### config.mk
export PLATFORM = sky130hd
export DESIGN_NAME = tccw_ctrl
export DESIGN_NICKNAME = d
export VERILOG_FILES = /design/src/rtl/core/tccw_pkg.sv /design/src/rtl/core/tccw_ctrl.sv
export SDC_FILE = /design/constraint.sdc
export NUM_CORES = 1
export LEC_CHECK = 0
export ABC_AREA = 0
export BUFFER_PORTS_ARGS = -buffer_cell sky130_fd_sc_hd__buf_2
export CELL_PAD_IN_SITES_DETAIL_PLACEMENT = 1
export CELL_PAD_IN_SITES_GLOBAL_PLACEMENT = 1
export CORE_AREA = 4 4 41 43
export DETAILED_ROUTE_END_ITERATION = 8
export DIE_AREA = 0 0 45 47
export GPL_TIMING_DRIVEN = 0
export PLACE_DENSITY = 0.77
export SLEW_MARGIN = 25
export SYNTH_ARGS = -nofsm -noshare
export SYNTH_HDL_FRONTEND = slang
export SYNTH_SLANG_ARGS = --single-unit
### constraint.sdc
create_clock -name i_clk -period 1.7 [get_ports i_clk]
set_input_delay 0.255 -clock i_clk [delete_from_list [all_inputs] [get_ports i_clk]]
set_output_delay 0.255 -clock i_clk [all_outputs]
set_load 0.03 [all_outputs]
### src/rtl/core/tccw_pkg.sv
package tccw_pkg;

    // Fixed field widths of the request and result items.
    localparam int COL_W  = 7;
    localparam int ROW_W  = 5;
    localparam int BYTE_W = 8;
    localparam int CELL_W = 16;

    // Request actions.
    localparam logic [1:0] ACT_PUT_CURSOR = 2'd0;
    localparam logic [1:0] ACT_PUT_AT     = 2'd1;
    localparam logic [1:0] ACT_READ       = 2'd2;
    localparam logic [1:0] ACT_CLEAR      = 2'd3;

    // Character codes with a special meaning.
    localparam logic [BYTE_W-1:0] CH_NEWLINE = 8'h0A;
    localparam logic [BYTE_W-1:0] CH_ERROR   = 8'h45;
    localparam logic [BYTE_W-1:0] CH_SPACE   = 8'h20;

    // Configuration registers.
    localparam logic        REG_DEFAULT_ATTR = 1'b0;
    localparam logic        REG_ERROR_ATTR   = 1'b1;
    localparam logic [7:0]  DEFAULT_ATTR_RST = 8'd15;
    localparam logic [7:0]  ERROR_ATTR_RST   = 8'd244;

    // Datapath operations selected by the controller.
    localparam logic [2:0] OP_ITEM   = 3'd0;
    localparam logic [2:0] OP_EXEC   = 3'd1;
    localparam logic [2:0] OP_INIT   = 3'd2;
    localparam logic [2:0] OP_CLEAR  = 3'd3;
    localparam logic [2:0] OP_SCROLL = 3'd4;

    typedef struct packed {
        logic [1:0]        action;
        logic [BYTE_W-1:0] char_code;
        logic [BYTE_W-1:0] attribute;
        logic [COL_W-1:0]  col;
        logic [ROW_W-1:0]  row;
    } t_in_item;

    typedef struct packed {
        logic [COL_W-1:0]  cursor_col;
        logic [ROW_W-1:0]  cursor_row;
        logic [BYTE_W-1:0] read_char;
        logic [BYTE_W-1:0] read_attr;
        logic              position_error;
    } t_out_item;

    typedef struct packed {
        logic [2:0] op;
        logic       cap_item;
        logic       cnt_run;
        logic       load_out;
    } t_cmd;

    typedef struct packed {
        logic [1:0] action;
        logic       scroll;
        logic       cnt_last;
    } t_sts;

endpackage

### src/rtl/core/tccw_ctrl.sv
module tccw_ctrl (
    input  logic          i_clk,
    input  logic          i_rst_n,
    input  logic          i_in_valid,
    output logic          o_in_ready,
    output logic          o_out_valid,
    input  logic          i_out_ready,
    input  tccw_pkg::t_sts i_sts,
    output tccw_pkg::t_cmd o_cmd
);

    import tccw_pkg::*;

    localparam logic [2:0] S_INIT   = 3'd0;
    localparam logic [2:0] S_IDLE   = 3'd1;
    localparam logic [2:0] S_EXEC   = 3'd2;
    localparam logic [2:0] S_CLEAR  = 3'd3;
    localparam logic [2:0] S_SCROLL = 3'd4;
    localparam logic [2:0] S_RESULT = 3'd5;

    logic [2:0] r_state;
    logic [2:0] n_state;
    logic       r_out_valid;
    logic       n_out_valid;
    logic       out_free;
    t_cmd       cmd;

    assign out_free = !r_out_valid || i_out_ready;

    always_comb begin
        n_state      = r_state;
        cmd          = '0;
        cmd.op       = OP_ITEM;
        case (r_state)
            S_INIT: begin
                cmd.op      = OP_INIT;
                cmd.cnt_run = 1'b1;
                if (i_sts.cnt_last) begin
                    n_state = S_IDLE;
                end
            end
            S_IDLE: begin
                if (i_in_valid) begin
                    cmd.cap_item = 1'b1;
                    n_state      = S_EXEC;
                end
            end
            S_EXEC: begin
                cmd.op = OP_EXEC;
                if (i_sts.action == ACT_CLEAR) begin
                    n_state = S_CLEAR;
                end else if (i_sts.scroll) begin
                    n_state = S_SCROLL;
                end else if (i_sts.action == ACT_READ) begin
                    n_state = S_RESULT;
                end else if (out_free) begin
                    cmd.load_out = 1'b1;
                    n_state      = S_IDLE;
                end else begin
                    n_state = S_RESULT;
                end
            end
            S_CLEAR: begin
                cmd.op      = OP_CLEAR;
                cmd.cnt_run = 1'b1;
                if (i_sts.cnt_last) begin
                    n_state = S_RESULT;
                end
            end
            S_SCROLL: begin
                cmd.op      = OP_SCROLL;
                cmd.cnt_run = 1'b1;
                if (i_sts.cnt_last) begin
                    n_state = S_RESULT;
                end
            end
            S_RESULT: begin
                if (out_free) begin
                    cmd.load_out = 1'b1;
                    n_state      = S_IDLE;
                end
            end
            default: begin
                n_state = S_INIT;
            end
        endcase
    end

    always_comb begin
        n_out_valid = r_out_valid;
        if (cmd.load_out) begin
            n_out_valid = 1'b1;
        end else if (i_out_ready) begin
            n_out_valid = 1'b0;
        end
    end

    always_ff @(posedge i_clk) begin
        if (!i_rst_n) begin
            r_state     <= S_INIT;
            r_out_valid <= 1'b0;
        end else begin
            r_state     <= n_state;
            r_out_valid <= n_out_valid;
        end
    end

    assign o_in_ready  = (r_state == S_IDLE);
    assign o_out_valid = r_out_valid;
    assign o_cmd       = cmd;

endmodule

==> out/results.md <==
| Parameter | Reported |
|---|---|
| Final Max Tran Viols | 0 |
| Number of DRC markers after the initial detailed-route iteration | 2 |
| DRC violations left | 0 |
| Ratio of routed vias to standard cells | 4.85 |
| Largest net degree at the start of global routing | 11 |
| Crit-path most repeated cell | buf_6 |
| Clock Latency Late Sink | 240 ps |
| Post-synthesis net count | 51 |
| CTS root buffer | clkbuf_4 |
| Crit share post-route | 96.3% |
| Number of instances in the synthesized netlist | 43 |
| Deepest level of the CTS H-tree | 1 |
| Worst min-delay path class | in2reg |
| Power density of the placed cells | 708 mW/mm2 |
| Post-Place Worst Slack | 120 ps |
| Final-report hold violation count | 0 |
| Antenna diode count | 0 |
| Worst voltage drop across the vdd grid | 443 uV |
| Initial antenna violation count | 0 |
| Sum of buffers and inverters on the critical path | 3 |
| Overall power of the completed layout | 0.346 mW |
| Effective utilization at floorplan | 25.7% |
| Path depth of the worst reg2reg path | 6 |
| Sequential-to-total area share from yosys stat | 24.0% |
| Standby leakage power | 0.227 nW |
| Crit start category | flip-flop |
| Vias after detailed routing | 378 |
| Non-filler cells in the finished layout | 78 |
| Synthesized flop and latch total | 4 |
| First-pass GRT wire length | 1570 um |
| Biggest cell delay along the critical path | 310 ps |
| Skew final | 5.01 ps |
| Clock slew at reported path FFs | 30 ps |
| Count of buffers inserted at the top-level ports | 15 |
| Share of post-route cells with drive strength above 1 | 47.6% |
| Worst relative slew slack | 85.1% |
| DP Cell Count | 73 |
| Clock tree from TritonCTS | built |
| Crit path max fanout | 5 |
| Die span in y | 47 um |
| Longest Clk Path Bufs | 2 |
| Total gr overflow | 0 |
| Fmax achieved | 611 MHz |
| Final setup violation count | 0 |
| Number of instances on the worst hold path | 2 |
| Signal arrival time at the worst endpoint | 1380 ps |
| Measured slew at the worst slew-check pin | 222 ps |
| Summed negative setup slack over all endpoints | 0 ps |
| Die span in x | 45 um |
| Unique cell type count in the Yosys netlist | 26 |
| Area enclosed by the die boundary | 0.00212 mm2 |
| Count of maximum capacitance violations | 0 |
| Critical-path cell with the highest stage delay | dfxtp_1 |
| Number of buffers inserted for hold repair after clock tree synthesis | 0 |
| Number of nets in the final layout | 73 |
| Required time at the worst-slack endpoint | 1440 ps |
| Number of nets with antenna violations after detailed routing | 0 |
| Sequence of cells on the critical path | buf_6, and2b_1, a22oi_2, nor2b_1, buf_4, buf_6 |
| I/O pins | 16 |
| Post-DP HPWL | 738 um |
| Clock sink count | 4 |
| Layout Area Growth over Synthesis | 46.1% |
| Core area | 0.00130 mm2 |
| Via count of the first global-routing pass | 374 |
| Final weighted congestion of routability-driven global placement | 0.714 |
| Number of search-and-repair iterations in the first detailed-routing pass | 2 |
| Status | completed |
| Kind of critical path | reg2out |
| Crit path time final | 1640 ps |
| Detail-routed net length per standard cell | 12.2 um |
| TritonCTS buffer count | 3 |
| Cell family with most CP delay | buffers and inverters |
| Total routing resource utilization after global routing | 11.1% |
| Depth of the critical timing path with buffers and inverters included | 6 |
| Mapped cell area | 334 um2 |
| Mean Syn Cell Area | 7.77 um2 |
| Total routed wirelength | 949 um |
| Critical path capture point type | output port |
| YS warnings | 0 |
| Setup ws final | 62.8 ps |
| Std-Cell Rows | 13 |
path summary, 6_finish.rpt:
check,start,to,slack (ps)
worst max-delay path,r_state[1]$_SDFFE_PN0P_,o_cmd[0],60
worst min-delay path,i_rst_n,r_state[0]$_SDFFE_PN0P_,300
worst max register to register,r_state[1]$_SDFFE_PN0P_,r_state[2]$_SDFFE_PN0P_,280
worst min register to register,r_state[2]$_SDFFE_PN0P_,r_state[1]$_SDFFE_PN0P_,500
flip-flops by register name, indices dropped and copies added, names as in the netlist:
name and count:
o_out_valid 1, r_state 3
cell families after synthesis:
kind of cell,Yosys count,share of synthesized area (%)
and+or+nand+nor,18,28.5
DFF,4,24.0
muxes,1,4.49
AOI/OAI and AO/OA,13,30.0
xor gates and xnor gates,1,2.62
buffers and inverters,6,10.5
per-stage QoR:
| step | util [%] | hold slack (ps) | area (um2) |
|---|---|---|---|
| 2_1_floorplan | - | 373 | 334 |
| 3_3_place_gp | 32.9 | 533 | 428 |
| 3_5_place_dp | 32.9 | 537 | 428 |
| 4_1_cts | 35.1 | 293 | 457 |
| 5_1_grt | 37.5 | 278 | 488 |
| 6_report | 37.5 | 296 | 488 |
final cells by class:
cell class                 instances  area, um2
fill                             179        813
inverter                           3       11.3
sequential                         4       83.8
multi-input combinational         33        229
tap                               15       18.8
buffer                             3       26.3
timing repair buffer              17       96.3
clock buffer                       3       22.5
Yosys cell counts, drive strengths merged:
| cell | n | area [um2] |
|---|---|---|
| a21boi | 1 | 7.51 |
| nor2b | 1 | 6.26 |
| nand2 | 2 | 7.51 |
| a21oi | 3 | 15.0 |
| xor2 | 1 | 8.76 |
| buf | 3 | 23.8 |
| inv | 3 | 11.3 |
| mux2 | 1 | 15.0 |
| a22oi | 1 | 7.51 |
| o21ai | 2 | 10.0 |
| o21a | 1 | 7.51 |
| o221a | 1 | 11.3 |
| nor3 | 2 | 10.0 |
| a311oi | 1 | 8.76 |
| nand2b | 4 | 25.0 |
| o211ai | 1 | 7.51 |
| a32o | 1 | 10.0 |
| nor3b | 1 | 7.51 |
| and2b | 2 | 16.3 |
| dfxtp | 4 | 80.1 |
| nor2 | 6 | 22.5 |
| o221ai | 1 | 15.0 |
layout by cell type (no fill, tap or decap), drive strengths merged, types with 2 or more instances in the layout:
master	instances
a21oi	3
inv	3
nand2	2
nor2	6
buf	19
o21ai	2
nand2b	4
dfxtp	4
nor3	2
clkbuf	4
and2b	2
timing repair:
| action | CTS | global route |
|---|---|---|
| setup endpoints to repair | 1 | 1 |
| pin swaps | 1 | 1 |
| resized for setup | 2 | 6 |
| setup buffers | 0 | 2 |
layer usage:
| layer | vias up | part of all wire (%) | GRT usage, % |
|---|---|---|---|
| li1 | 192 | - | - |
| met1 | 169 | 38 | 10.2 |
| met2 | 15 | 52 | 18.4 |
| met3 | 2 | 8.7 | 7.28 |
| met4 | 0 | 1.1 | 7.02 |
| met5 | - | 0 | 0 |
power by group:
part | internal (mW) | leakage (nW) | switching [mW] | total (mW)
logic | 0.0483 | 0.180 | 0.0735 | 0.122
clock network | 0.0791 | 0.0138 | 0.0416 | 0.121
registers | 0.0981 | 0.0334 | 0.00506 | 0.103
Note: power is estimated with default switching activity, not from simulation.
